===== src/hw/rtl/fdlp_pkg.sv =====
`timescale 1ns / 1ps
// ----------------------------------------------------------------------------
// fdlp_pkg
// shared types and character codes for the framed decimal list parser
// ----------------------------------------------------------------------------
package fdlp_pkg;

  // frame phase
  typedef enum logic [1:0] {
    PH_IDLE = 2'd0,
    PH_RECV = 2'd1,
    PH_DONE = 2'd2
  } phase_t;

  // item kind carried on tuser
  localparam logic KIND_BYTE = 1'b0;
  localparam logic KIND_READ = 1'b1;

  // framing characters
  localparam logic [7:0] CH_START = 8'h73;  // 's'
  localparam logic [7:0] CH_END   = 8'h65;  // 'e'
  localparam logic [7:0] CH_COMMA = 8'h2c;  // ','
  localparam logic [7:0] CH_ZERO  = 8'h30;  // '0'
  localparam logic [7:0] CH_NINE  = 8'h39;  // '9'

  // field widths
  localparam int unsigned VALUE_W  = 16;
  localparam int unsigned DCNT_W   = 4;
  localparam int unsigned COUNT_W  = 5;

endpackage


===== src/hw/rtl/fdlp_parser.sv =====
`timescale 1ns / 1ps
// ----------------------------------------------------------------------------
// fdlp_parser
// frame state machine, decimal accumulator and slot / count bookkeeping
// ----------------------------------------------------------------------------
module fdlp_parser import fdlp_pkg::*; #(
  parameter int unsigned MAX_VALUES = 16,
  parameter int unsigned MAX_DIGITS = 15,
  localparam int unsigned AW = (MAX_VALUES > 1) ? $clog2(MAX_VALUES) : 1,
  localparam int unsigned SW = $clog2(MAX_VALUES + 1)
) (
  input  logic               clk,
  input  logic               rst_n,
  input  logic               byte_en,    // received byte accepted this cycle
  input  logic [7:0]         rx_byte,
  output logic               wr_en,
  output logic [AW-1:0]      wr_addr,
  output logic [VALUE_W-1:0] wr_data,
  output logic [SW-1:0]      vcnt,       // count before this beat
  output logic [SW-1:0]      vcnt_after, // count after this beat
  output logic               done_after  // done phase after this beat
);

  phase_t               phase_r, phase_nxt;
  logic [VALUE_W-1:0]   acc_r, acc_nxt;
  logic [DCNT_W-1:0]    dcnt_r, dcnt_nxt;
  logic [SW-1:0]        slot_r, slot_nxt;
  logic [SW-1:0]        vcnt_r, vcnt_nxt;

  logic                 is_digit;
  logic                 has_digits;
  logic                 slot_ok;
  logic [VALUE_W-1:0]   acc_x10d;

  assign is_digit   = (rx_byte >= CH_ZERO) && (rx_byte <= CH_NINE);
  assign has_digits = (dcnt_r != '0);
  assign slot_ok    = (slot_r < SW'(MAX_VALUES));
  // acc * 10 + digit, wrapping at 16 bits
  assign acc_x10d   = {acc_r[VALUE_W-4:0], 3'b000} + {acc_r[VALUE_W-2:0], 1'b0}
                    + VALUE_W'(rx_byte - CH_ZERO);

  // next state
  always_comb begin
    phase_nxt = phase_r;
    acc_nxt   = acc_r;
    dcnt_nxt  = dcnt_r;
    slot_nxt  = slot_r;
    vcnt_nxt  = vcnt_r;
    if (byte_en) begin
      unique case (phase_r)
        PH_RECV: begin
          priority if (rx_byte == CH_END) begin
            if (has_digits && slot_ok) begin
              vcnt_nxt = slot_r + SW'(1);
            end
            phase_nxt = PH_DONE;
          end else if (rx_byte == CH_COMMA) begin
            if (has_digits) begin
              if (slot_ok) begin
                slot_nxt = slot_r + SW'(1);
              end
              acc_nxt  = '0;
              dcnt_nxt = '0;
            end
          end else if (is_digit) begin
            if (dcnt_r < DCNT_W'(MAX_DIGITS)) begin
              acc_nxt  = acc_x10d;
              dcnt_nxt = dcnt_r + DCNT_W'(1);
            end else begin
              phase_nxt = PH_IDLE;  // digit overflow
            end
          end else begin
            phase_nxt = PH_IDLE;    // stray character
          end
        end
        PH_DONE: begin
          if (rx_byte == CH_START) begin
            phase_nxt = PH_RECV;
            acc_nxt   = '0;
            dcnt_nxt  = '0;
            slot_nxt  = '0;
            vcnt_nxt  = '0;
          end
        end
        default: begin
          // idle and the unused code
          if (rx_byte == CH_START) begin
            phase_nxt = PH_RECV;
            acc_nxt   = '0;
            dcnt_nxt  = '0;
            slot_nxt  = '0;
          end
        end
      endcase
    end
  end

  // outputs
  always_comb begin
    wr_en      = byte_en && (phase_r == PH_RECV) && has_digits && slot_ok &&
                 ((rx_byte == CH_END) || (rx_byte == CH_COMMA));
    wr_addr    = slot_r[AW-1:0];
    wr_data    = acc_r;
    vcnt       = vcnt_r;
    vcnt_after = vcnt_nxt;
    done_after = (phase_nxt == PH_DONE);
  end

  always_ff @(posedge clk) begin
    if (!rst_n) begin
      phase_r <= PH_IDLE;
      acc_r   <= '0;
      dcnt_r  <= '0;
      slot_r  <= '0;
      vcnt_r  <= '0;
    end else begin
      phase_r <= phase_nxt;
      acc_r   <= acc_nxt;
      dcnt_r  <= dcnt_nxt;
      slot_r  <= slot_nxt;
      vcnt_r  <= vcnt_nxt;
    end
  end

endmodule


===== src/hw/rtl/fdlp_store.sv =====
`timescale 1ns / 1ps
// ----------------------------------------------------------------------------
// fdlp_store
// value slots, one write port and one registered read port
// ----------------------------------------------------------------------------
module fdlp_store import fdlp_pkg::*; #(
  parameter int unsigned MAX_VALUES = 16,
  localparam int unsigned AW = (MAX_VALUES > 1) ? $clog2(MAX_VALUES) : 1
) (
  input  logic               clk,
  input  logic               wr_en,
  input  logic [AW-1:0]      wr_addr,
  input  logic [VALUE_W-1:0] wr_data,
  input  logic               rd_en,
  input  logic [AW-1:0]      rd_addr,
  output logic [VALUE_W-1:0] rd_data
);

  logic [VALUE_W-1:0] mem [MAX_VALUES];
  logic [VALUE_W-1:0] rd_data_r;

  always_ff @(posedge clk) begin
    if (wr_en) begin
      mem[wr_addr] <= wr_data;
    end
  end

  always_ff @(posedge clk) begin
    if (rd_en) begin
      rd_data_r <= mem[rd_addr];
    end
  end

  assign rd_data = rd_data_r;

endmodule


===== src/hw/rtl/framed_decimal_list_parser.sv =====
`timescale 1ns / 1ps
// ----------------------------------------------------------------------------
// framed_decimal_list_parser
// stream parser for frames of the form s digits , digits ... e
// ----------------------------------------------------------------------------
// Takes one beat per clock and returns one result beat for every input
// beat, in order. A beat with tuser low is a received character: the frame
// state machine steps and decimal fields are stored at consecutive slots as
// 16-bit values (wrapping). A beat with tuser high reads the slot named by
// read_index and returns its value, or zero when the index is not below the
// current count. Every result also carries the done flag and the value count
// as they stand after that beat. From input accept to output valid a beat
// passes the first register stage, which holds the slot read (the store's
// registered read port) and the parser flags, and then the output register.
// Both stages advance together, so with out_tready high a new beat
// is taken every cycle; in_tready drops only when both stages are full and
// the output is stalled. The store needs no clearing after reset, since only
// slots below the count are ever read.
// ----------------------------------------------------------------------------
module framed_decimal_list_parser import fdlp_pkg::*; #(
  parameter int unsigned MAX_VALUES = 16,
  parameter int unsigned MAX_DIGITS = 15
) (
  input  logic        clk,
  input  logic        rst_n,
  // input channel
  input  logic        in_tvalid,
  output logic        in_tready,
  input  logic [15:0] in_tdata,   // [7:0] rx_byte, [15:8] read_index
  input  logic        in_tuser,   // [0] kind
  // result channel
  output logic        out_tvalid,
  input  logic        out_tready,
  output logic [23:0] out_tdata   // [15:0] read_value, [16] packet_done,
                                  // [21:17] value_count, [23:22] zero
);

  localparam int unsigned AW = (MAX_VALUES > 1) ? $clog2(MAX_VALUES) : 1;
  localparam int unsigned SW = $clog2(MAX_VALUES + 1);

  // input beat fields
  logic               kind;
  logic [7:0]         rx_byte;
  logic [7:0]         read_index;
  logic               in_acc;

  // parser / store hookup
  logic               wr_en;
  logic [AW-1:0]      wr_addr;
  logic [VALUE_W-1:0] wr_data;
  logic [SW-1:0]      vcnt;
  logic [SW-1:0]      vcnt_after;
  logic               done_after;
  logic               rd_hit;
  logic [VALUE_W-1:0] rd_data;

  // stage one: read in flight plus flags
  logic               s1_v_r, s1_v_nxt;
  logic               s1_hit_r;
  logic               s1_done_r;
  logic [COUNT_W-1:0] s1_cnt_r;
  logic               s1_adv;

  // output register
  logic               out_v_r, out_v_nxt;
  logic [VALUE_W-1:0] out_val_r;
  logic               out_done_r;
  logic [COUNT_W-1:0] out_cnt_r;

  assign kind       = in_tuser;
  assign rx_byte    = in_tdata[7:0];
  assign read_index = in_tdata[15:8];

  // stage one moves on whenever the output register is free or draining
  assign s1_adv    = s1_v_r && (!out_v_r || out_tready);
  assign in_tready = !s1_v_r || !out_v_r || out_tready;
  assign in_acc    = in_tvalid && in_tready;

  // count never exceeds the slot count, so this also bounds the slot index
  assign rd_hit = (kind == KIND_READ) && (read_index < 8'(vcnt));

  fdlp_parser #(
    .MAX_VALUES (MAX_VALUES),
    .MAX_DIGITS (MAX_DIGITS)
  ) u_parser (
    .clk        (clk),
    .rst_n      (rst_n),
    .byte_en    (in_acc && (kind == KIND_BYTE)),
    .rx_byte    (rx_byte),
    .wr_en      (wr_en),
    .wr_addr    (wr_addr),
    .wr_data    (wr_data),
    .vcnt       (vcnt),
    .vcnt_after (vcnt_after),
    .done_after (done_after)
  );

  fdlp_store #(
    .MAX_VALUES (MAX_VALUES)
  ) u_store (
    .clk     (clk),
    .wr_en   (wr_en),
    .wr_addr (wr_addr),
    .wr_data (wr_data),
    .rd_en   (in_acc && rd_hit),
    .rd_addr (read_index[AW-1:0]),
    .rd_data (rd_data)
  );

  // valid flags for both stages
  always_comb begin
    s1_v_nxt = s1_v_r;
    if (in_acc) begin
      s1_v_nxt = 1'b1;
    end else if (s1_adv) begin
      s1_v_nxt = 1'b0;
    end
    out_v_nxt = out_v_r;
    if (s1_adv) begin
      out_v_nxt = 1'b1;
    end else if (out_tready) begin
      out_v_nxt = 1'b0;
    end
  end

  always_ff @(posedge clk) begin
    if (!rst_n) begin
      s1_v_r  <= 1'b0;
      out_v_r <= 1'b0;
    end else begin
      s1_v_r  <= s1_v_nxt;
      out_v_r <= out_v_nxt;
    end
  end

  // payload registers
  always_ff @(posedge clk) begin
    if (in_acc) begin
      s1_hit_r  <= rd_hit;
      s1_done_r <= done_after;
      s1_cnt_r  <= COUNT_W'(vcnt_after);
    end
    if (s1_adv) begin
      out_val_r  <= s1_hit_r ? rd_data : '0;
      out_done_r <= s1_done_r;
      out_cnt_r  <= s1_cnt_r;
    end
  end

  assign out_tvalid = out_v_r;
  assign out_tdata  = {2'b00, out_cnt_r, out_done_r, out_val_r};

endmodule


===== config.mk =====
export PLATFORM = sky130hd
export DESIGN_NAME = framed_decimal_list_parser
export DESIGN_NICKNAME = d
export VERILOG_FILES = /design/src/hw/rtl/fdlp_pkg.sv /design/src/hw/rtl/fdlp_parser.sv /design/src/hw/rtl/fdlp_store.sv /design/src/hw/rtl/framed_decimal_list_parser.sv
export SDC_FILE = /design/constraint.sdc
export NUM_CORES = 1
export LEC_CHECK = 0
export BUFFER_PORTS_ARGS = -buffer_cell sky130_fd_sc_hd__buf_2
export CAP_MARGIN = 20
export CORE_ASPECT_RATIO = 1.75
export CORE_UTILIZATION = 50
export CTS_BUF_LIST = sky130_fd_sc_hd__clkbuf_8
export CTS_CLUSTER_SIZE = 28
export DETAILED_ROUTE_END_ITERATION = 8
export HOLD_SLACK_MARGIN = 0.15
export PLACE_DENSITY = 0.77
export RECOVER_POWER = 25
export SKIP_CTS_REPAIR_TIMING = 1
export SKIP_LAST_GASP = 1
export SLEW_MARGIN = 20
export SYNTH_ARGS = -nofsm -noshare
export SYNTH_HDL_FRONTEND = slang
export SYNTH_HIERARCHICAL = 1
export SYNTH_SLANG_ARGS = --single-unit

===== constraint.sdc =====
create_clock -name clk -period 3.9 [get_ports clk]
set_input_delay 0.39 -clock clk [delete_from_list [all_inputs] [get_ports clk]]
set_output_delay 0.39 -clock clk [all_outputs]
set_load 0.005 [all_outputs]

Yosys cells after proc, flatten, opt, wreduce, memory -nomap -nowiden
Memory sizes are Yosys's and may differ from the RTL's. A register that Yosys moved wholly into a read port is not among the register bits.
Index checks and enable logic that the tools add are counted.

cells by class
  $add $sub $neg = 5
  $lt $le $gt $ge = 5
  equal/unequal tests = 13
  mux-type cells = 38
  bitwise operators = 1
  reductions and logical operators = 23

operators by type and width
  operator                                                         number
  two-way mux 16 bit                                               7
  two-way mux 5 bit                                                10
  adder 16 bit                                                     2
  two-way mux 4 bit                                                7
  == test 8 x 7 -> 1 bit (second input constant)                   2
  two-way mux 2 bit                                                7
  AND reduction 6 bit                                              2
  logical AND 1 bit                                                11
  one-hot mux 5 bit (2 select lines)                               1
  subtractor 8 x 6 -> 9 bit (second input constant)                1
  == test 8 x 6 -> 1 bit (second input constant)                   1
  >= comparator 8 x 6 -> 1 bit (second input constant)             1
  less-or-equal comparator 8 x 6 -> 1 bit (second input constant)  1
  less-than comparator 8 x 5 -> 1 bit                              1
  two-way mux 1 bit                                                6
  != test 2 x 1 -> 1 bit (second input constant)                   3
  != test 3 x 1 -> 1 bit (second input constant)                   2
  nonzero test 2 bit                                               3
  adder 5 x 1 -> 5 bit (second input constant)                     1
  less-than comparator 5 bit (second input constant)               1
  adder 4 x 1 -> 4 bit (second input constant)                     1
  == test 2 bit (second input constant)                            2
  logical OR 1 bit                                                 4
  less-than comparator 4 bit (second input constant)               1
  other kinds (6)                                                  7

word-level totals
  bits in registers = 63
  bits in writable memories = 256
  input bits = 21
  memories kept = 1

memories
  name         words  bits a word  rd ports  clocked after Yosys merged registers in  wr ports  line              RTL
  u_store.mem  16     16           1         1                                        1         fdlp_store.sv:19  logic [VALUE_W-1:0] mem [MAX_VALUES];

Logic depth before layout (Yosys ltp)
Gate-level depths: netlist of the first run.

  depth after elaboration = 11
  gate-level depth with buffers = 10
  gate-level depth less buffers = 10

Cells and area by module
The synthesis of the first run kept the hierarchy.

by module, submodules not included
  module                      times used  cells an instance  area an instance (um^2)  seq. area each (um^2)
  fdlp_store                  1           432                10,202.3                 8,167.8
  fdlp_parser                 1           282                2,627.5                  640.6
  framed_decimal_list_parser  1           78                 1,218.7                  910.9

Worst setup path before layout of the first run
No wires, ideal clock.

  kind = in2reg
  start = input in_tdata[4]
  end = register u_parser.acc_r[13], in the netlist u_parser/wr_data[13]
  library setup time = 0.117 ns
  arrival = 3.572 ns
  required time = 3.783 ns
  setup slack = 0.211 ns
  stages = 10
  buffers on the path = 1
  path through = ha_1 -> nor3_1 -> fa_1 -> ha_1 -> buf_2 -> nand4_1 -> nor2_1 -> a211oi_1 -> or4_1 -> a32o_1

on the way
  word-level cells in the longest chain between the ends = 7
  elaborated cells on any way between the ends = 19
  classes of those cells = 2 x add/sub; 2 x order compare; 7 x eq/ne; 5 x mux; 3 x reduce/logical

ends and longest elaborated chain
  what                       line                              RTL
  start: declaration         framed_decimal_list_parser.sv:29  input logic [15:0] in_tdata,
  subtractor 8 x 6 -> 9 bit  fdlp_parser.sv:40                 + VALUE_W'(rx_byte - CH_ZERO);
  adder 16 bit               fdlp_parser.sv:40
  two-way mux 16 bit         fdlp_parser.sv:66                 if (dcnt_r < DCNT_W'(MAX_DIGITS)) begin
  two-way mux 16 bit         fdlp_parser.sv:65                 end else if (is_digit) begin
  two-way mux 16 bit         fdlp_parser.sv:57                 end else if (rx_byte == CH_COMMA) begin
  two-way mux 16 bit         fdlp_parser.sv:52                 priority if (rx_byte == CH_END) begin
  two-way mux 16 bit         n/a
  end signal: assignment     fdlp_parser.sv:118                acc_r <= acc_nxt;
  end: declaration           fdlp_parser.sv:25                 logic [VALUE_W-1:0] acc_r, acc_nxt;

Several ways; a longest one is shown, not always the timed one. The select of a mux whose other input is x is not followed.
A chain may end at the register's enable or synchronous reset.

Final worst setup path of the first run
  start = register u_parser.acc_r[2], in the netlist u_parser/wr_data[2]
  end = register u_parser.acc_r[11], in the netlist u_parser/wr_data[11]

on the way
  word-level cells in the longest chain between the ends = 7

ends and longest elaborated chain
  what                line               RTL
  adder 16 bit        fdlp_parser.sv:39  assign acc_x10d = {acc_r[VALUE_W-4:0], 3'b000} + {acc_r[VALUE_W-2:0], 1'b0}
  adder 16 bit        fdlp_parser.sv:40
  two-way mux 16 bit  fdlp_parser.sv:66
  two-way mux 16 bit  fdlp_parser.sv:65
  two-way mux 16 bit  fdlp_parser.sv:57
  two-way mux 16 bit  fdlp_parser.sv:52
  two-way mux 16 bit  n/a

Every way passes these cells. The select of a mux whose other input is x is not followed.

==> reports/metrics.cfg, run 1 <==
[outcome]
status=finished, final reports clean

[synth]
ys_types=72
syn_area_per_cell_um2=17.7
yosysTopAreaCellShare=0.643
ys.warnings.count=6
synth_edf_count=301
yosys.area.top_type=edfxtp_1
async_flop_share=0
synthTopCellsByArea=edfxtp_1 (64%), mux4_2 (8.7%), dfxtp_1 (4.8%), ha_1 (2.3%), mux4_1 (1.9%)
synth_ff_type=edfxtp_1
ys_seq_area_frac=0.692
syn_area_um2=14000
ys_ff_latch=335
syn_inst=792

[finish]
synthToLayoutAreaGrowth_pct=10.9
diodes=0
stdcell_area_um2=15600
fillers=2141
drive_above_1_share=0.217
final_net_count=944

[power_and_ir_drop]
peakVddDrop_v=0.000221
pwr-share-seq=0.601
p_sw_frac=0.208
intPower_uw=5110
p_clk_frac=0.368
p_leak_uw=0.00610
powerDensity_nw_per_um2=414
power.switching_uw=1340
pwr-share-comb=0.031

[timing]
relSlewSlack=0.363
slew_violations=0
setup_slack_ns=0.588
min_period_over_period=0.849
holdWs_ns=0.121
fmax_mhz=302
tightest_slew_ns=0.956
rsz0062_at_grt=no
finClkSkew_ns=0.0133
final-hold-violation-count=0
setup_tns_ns=0
finalSetupViolations=0
fin_crit_ns=3.31

[detailed_routing]
wl_per_cell_um=20.8
drt_iter0_drc=534
drt_pass1_iterations=4
route.detailed.drc=0
drtAntennaViolNets=0
routed_via_density=5.76
vias=7399
wl_mm=26.8

[floorplanning]
start_util=0.512
die_x_um=129
core_area_um2=27400
die_y_um=224
num_io_pins=47
row_count=80
dieArea_um2=28800

[clock_network]
clk_latency_ns=0.54
clk_pin_slew_ns=0.07
cts_tree=done
h-tree-depth=2
cts_inserted_buffers=45
root_buffer=clkbuf_8
cts.sinks=335
ctsLongestPathBuffers=3

[run]
maxCapViolations=0

[hold_path]
hp-class=in -> reg

[place]
place_area_um2=14800
port_buffers=44
place_congestion=0.853
place_ws_ns=0.474
dp_hpwl_mm=18.0

[critical_path]
crit_required_ns=4.33
start_kind=register
crit_path_frequent_cell=a211oi_1
crit_path_max_incr_delay_ns=0.66
arrival_ns=3.74
end_kind=register
critPathKind=reg -> reg
crit_buf_inv=1
crit_path_max_fanout=19
cp_slowest_cell=clkbuf_1
path_cells=clkbuf_1, fa_1, ha_1, a211oi_1, nor2_1, a211oi_1, xnor2_1, a22o_1
crit_family=compound AO/OA/AOI/OAI gates

[global_routing]
antenna_found_initial=0
grt_pass1_wl_mm=42.7
grtUsageTotal=0.198
grt_pass1_vias=7852
grtUsageMet3=0.0241
grtUsageMet2=0.364
met1_usage=0.227
gr-total-overflow=0
grt_start_max_net_pins=38
busiest_layer=met2

[cell usage in the layout, fill, tap and decap left out, types with 11 or more instances in the layout]
cell type  instances
dfxtp_1           34
ha_1              26
a21oi_1           17
nand3_1           11
a22o_1            12
edfxtp_1         301
a22oi_1           33
clkbuf_8          46
clkinv_1          13
nor2_1            31
fa_1              13
nand2_1           33
and2_1            25
inv_1             38
buf_2             43
buf_4             27
mux4_2            54
[logic make-up after synthesis]
family / synth area share
buffers and inverters: 0.0222
and+or+nand+nor: 0.0590
muxes: 0.110
other: 0.000267
adders and majority gates: 0.0417
AOI/OAI and AO/OA: 0.0669
DFF: 0.692
xor gates and xnor gates: 0.00810
[layer usage]
metal  up-vias  wire length [um]  share of wire
li1       3367                 -              -
met2       215             14900           0.56
met4         0               764          0.029
met1      3766             10100           0.38
met3        51               981          0.037
met5         -                 0              0
[registers in the layout (all words and copies together) (netlist names), 2 cells and up]
| register | cells |
|---|---|
| u_parser/dcnt_r | 4 |
| u_store/rd_data | 16 |
| s1_cnt_r | 5 |
| u_parser/wr_data | 16 |
| out_val_r | 16 |
| out_cnt_r | 5 |
| u_store/mem | 256 |
| u_parser/slot_r | 5 |
| u_parser/vcnt | 5 |
| u_parser/phase_r | 2 |
[cell usage after synthesis, drive strengths merged (10+ instances only)]
| cell type | instances |
|---|---|
| edfxtp | 301 |
| mux4 | 64 |
| dfxtp | 34 |
| a22oi | 33 |
| nand2 | 33 |
| nor2 | 32 |
| buf | 26 |
| ha | 26 |
| and2 | 25 |
| inv | 23 |
| a21oi | 19 |
| fa | 13 |
| a22o | 12 |
| clkbuf | 11 |
| nand3 | 11 |
| nor3 | 10 |
[path summary, 6_finish.rpt]
check | startpoint | end | slack [ns] | depth (start not counted)
hold / removal | in_tvalid | s1_v_r$_SDFFE_PN0P_ | 0.12 | 3
hold reg to reg | s1_cnt_r[0]$_DFFE_PP_ | out_cnt_r[0]$_DFFE_PP_ | 0.41 | 0
setup reg to reg | u_parser/wr_data[2]$_SDFFE_PN0P_ | u_parser/wr_data[11]$_SDFFE_PN0P_ | 0.59 | 8
setup / recovery | u_parser/wr_data[2]$_SDFFE_PN0P_ | u_parser/wr_data[11]$_SDFFE_PN0P_ | 0.59 | 8
[power by group through the flow]
| stage | Sequential, uW | Combinational (uW) | Clock, uW |
|---|---|---|---|
| after detailed placement | 3950 | 203 | 0 |
| final | 3880 | 198 | 2370 |
| after CTS | 3880 | 203 | 2420 |
| after global placement | 3950 | 201 | 0 |
| after global routing | 3870 | 220 | 2550 |
| after floorplan | 3950 | 141 | 0 |
[worst reg2reg max path: stages, from the launching register on]
cell and delay (ns):
dfxtp_1 0.32, clkbuf_1 0.66, fa_1 0.58, ha_1 0.32
a211oi_1 0.42, nor2_1 0.18, a211oi_1 0.44, xnor2_1 0.11
a22o_1 0.20
[through the flow]
stage,utilization,instances,power (uW)
CTS,0.569,1284,6500
finish,0.568,1284,6450
detailed placement,0.541,1206,4160
global route,0.568,1284,6650
global placement,0.541,1206,4150
floorplan,-,793,4090
[final cells by class]
| class | count | area [um2] | area share |
|---|---|---|---|
| repair buffers | 81 | 475 | 0.0305 |
| clock buffers | 46 | 633 | 0.0406 |
| multi-input cells | 397 | 4040 | 0.260 |
| clock inverters | 32 | 154 | 0.00988 |
| inverters | 24 | 90.1 | 0.00578 |
| well taps | 369 | 462 | 0.0296 |
| flip-flops and latches | 335 | 9720 | 0.624 |
No activity file was read; power rests on OpenSTA's default activity.
==> inputs of run 2 (changes only) <==
ABC_AREA = 1   (was not set)
PLACE_DENSITY = 0.74   (was 0.77)
clock period = 3.11 ns   (was 3.9 ns; I/O delays follow)
==> run 2 against run 1 <==
Critical path depth up 6. Total power is 31% higher. First-iteration DRC count is 17% higher. Final area grew 12%. Clock skew grew 0.013 ns. Flip-flop and latch count unchanged. Critical endpoint is now u_store/mem[4][8]$_DFFE_PP_. Largest power group unchanged.
==> reports/metrics.cfg, run 2 <==
[timing]
min_period_over_period=0.952
fin_crit_ns=2.96
holdWs_ns=0.156  ; was 0.121 ns
fmax_mhz=338
rsz0062_at_grt=no  ; unchanged
setup_tns_ns=0  ; unchanged
relSlewSlack=0.393  ; was 0.363
slew_violations=0  ; unchanged
final-hold-violation-count=0  ; unchanged
tightest_slew_ns=0.910  ; was 0.956 ns
finClkSkew_ns=0.0267  ; was 0.0133 ns
finalSetupViolations=0  ; unchanged

[global_routing]
grt_pass1_wl_mm=55.9  ; was 42.7 mm
antenna_found_initial=0  ; unchanged
grtUsageTotal=0.225  ; was 0.198
gr-total-overflow=0  ; unchanged
grt_start_max_net_pins=130  ; was 38
grt_pass1_vias=11300  ; was 7,852

[clock_network]
clk_pin_slew_ns=0.06  ; was 0.07 ns
clk_latency_ns=0.57  ; was 0.54 ns
cts_inserted_buffers=45  ; unchanged
h-tree-depth=2  ; unchanged
cts.sinks=335  ; unchanged
cts_tree=done  ; unchanged
root_buffer=clkbuf_8  ; unchanged
ctsLongestPathBuffers=3  ; unchanged

[critical_path]
end_kind=register  ; unchanged
start_kind=input port  ; was register
crit_path_max_fanout=14  ; was 19
crit_required_ns=3.39  ; was 4.33 ns
arrival_ns=3.24  ; was 3.74 ns
r2r_cells=11  ; was 8
critPathKind=in -> reg  ; was reg -> reg

[synth]
synthTopCellsByArea=edfxtp_1 (57%), nand2_1 (12%), nand3_1 (7.4%), inv_1 (6.9%), dfxtp_1 (4.3%)  ; was edfxtp_1 (64%), mux4_2 (8.7%), dfxtp_1 (4.8%), ha_1 (2.3%), mux4_1 (1.9%)
syn_inst=1657  ; was 792
synth_ff_type=edfxtp_1  ; unchanged
syn_area_um2=15900  ; was 14,000 um2
ys_seq_area_frac=0.613  ; was 0.692
ys.warnings.count=6  ; unchanged
yosys.area.top_type=edfxtp_1  ; unchanged
synth_most_common_cell=nand2_1  ; was edfxtp_1
ys_ff_latch=335  ; unchanged
synth_edf_count=301  ; unchanged
ys_types=38  ; was 72
async_flop_share=0  ; unchanged
syn_area_per_cell_um2=9.57  ; was 17.7 um2
yosysTopAreaCellShare=0.570  ; was 0.643
synth_common_cells=nand2_1 (522), edfxtp_1 (301), inv_1 (290), nand3_1 (234), nor2_1 (61)  ; was edfxtp_1 (301), mux4_2 (54), dfxtp_1 (34), a22oi_1 (33), nand2_1 (33)

[floorplanning]
dieArea_um2=32500  ; was 28,800 um2
die_y_um=238  ; was 224 um
die_x_um=137  ; was 129 um
num_io_pins=47  ; unchanged
core_area_um2=30900  ; was 27,400 um2
start_util=0.513  ; was 0.512
row_count=85  ; was 80

[finish]
drive_above_1_share=0.0957  ; was 0.217
synthToLayoutAreaGrowth_pct=10.0  ; was 10.9%
final_common_cell=nand2_1  ; was edfxtp_1
top_register=u_store/mem  ; unchanged
largest_reg_flops=256  ; unchanged
final_cell_mix=nand2_1 (522), inv_1 (307), edfxtp_1 (301)  ; was edfxtp_1 (301), mux4_2 (54), clkbuf_8 (46)
stdcell_area_um2=17500  ; was 15,600 um2
final_net_count=1794  ; was 944
finish.utilization=0.564  ; was 0.568

[place]
dp_hpwl_mm=22.9  ; was 18.0 mm
place_congestion=0.882  ; was 0.853
place_area_um2=16600  ; was 14,800 um2
port_buffers=44  ; unchanged

[detailed_routing]
drt_pass1_iterations=7  ; was 4
drt_iter0_drc=624  ; was 534
wl_per_cell_um=16.3  ; was 20.8 um
route.detailed.drc=0  ; unchanged
wl_mm=35.1  ; was 26.8 mm
vias=11200  ; was 7,399
drtAntennaViolNets=0  ; unchanged
routed_via_density=5.20  ; was 5.76

[power_and_ir_drop]
p_leak_uw=0.00775  ; was 0.00610 uW
power.total_uw=8450  ; was 6450 uW
powerDensity_nw_per_um2=484  ; was 414 nW/um2
peakVddDrop_v=0.000259  ; was 0.000221 V

[run]
maxCapViolations=0  ; unchanged

[hold_path]
whs_path_depth=4  ; was 3
hp-class=in -> reg  ; unchanged

[outcome]
status=finished, final reports clean  ; unchanged

[run 2: cell count changes in the layout (fill, tap and decap cells not counted), moves of 7 or more]
cell      before  now
a211oi_1       7    0
a21oi_1       17   32
a22o_1        12    0
a22oi_1       33    0
and2_1        25    1
buf_4         27   35
clkinv_1      13    6
inv_1         38  307
mux4_1        10    0
mux4_2        54    0
nand2_1       33  522
nand3_1       11  234
nor2_1        31   61
[run 2: critical path: stages]
cell	delay [ns]
dlygate4sd3_1	0.54
buf_2	0.11
inv_2	0.04
nand2_2	0.08
nor2_4	0.05
nor2_4	0.09
inv_2	0.05
nor2_1	0.27
inv_1	0.17
a2111oi_1	0.50
buf_4	0.22
nand3b_1	0.14
nor2_1	0.44
buf_12	0.22
[run 2: kinds of logic (layout without fill, tap and decap cells)]
group	after synthesis	count (layout)	share of synthesized area
AOI/OAI and AO/OA	49	49	0.0169
and+or+nand+nor	857	857	0.230
other	1	3	0.000236
buffers and inverters	367	475	0.0978
adders and majority gates	39	39	0.0369
xor gates and xnor gates	9	9	0.00497
DFF	335	335	0.613
[run 2: worst paths after layout]
| path | from | end | slack, ns |
|---|---|---|---|
| setup / recovery | out_tready | u_store/mem[4][8]$_DFFE_PP_ | 0.15 |
| hold / removal | in_tdata[15] | s1_hit_r$_DFFE_PP_ | 0.16 |
| setup reg to reg | out_tvalid$_SDFFE_PN0P_ | u_store/mem[4][8]$_DFFE_PP_ | 0.21 |
| hold reg to reg | s1_cnt_r[3]$_DFFE_PP_ | out_cnt_r[3]$_DFFE_PP_ | 0.43 |
[run 2: through the flow]
stage | cells | setup slack [ns]
floorplan | 1658 | 0.106
global placement | 2072 | 0.0722
detailed placement | 2072 | 0.0113
CTS | 2151 | 0.0679
global route | 2157 | 0.0182
finish | 2158 | 0.150
[run 2: layer usage]
metal / vias up / wire length [um] / track usage
li1: 5453 / - / -
met5: - / 0 / 0
met4: 0 / 1280 / 0.106
met3: 90 / 1650 / 0.0260
met2: 323 / 19500 / 0.428
met1: 5364 / 12700 / 0.242
[run 2: layout make-up]
type | count | area (um2)
Multi-Input combinational cell | 956 | 4600
Antenna cell | 1 | 2.50
Clock buffer | 47 | 647
Tap cell | 391 | 489
Sequential cell | 335 | 9720
Inverter | 297 | 1120
Clock inverter | 32 | 189
Fill cell | 2568 | 13500
Timing Repair Buffer | 99 | 692
[run 2: report_power, final]
| group | leakage, uW | switching (uW) | internal (uW) |
|---|---|---|---|
| combinational | 0.00374 | 303 | 148 |
| clock | 0.000482 | 1560 | 1570 |
| sequential | 0.00353 | 7.94 | 4860 |
| total | 0.00775 | 1880 | 6570 |
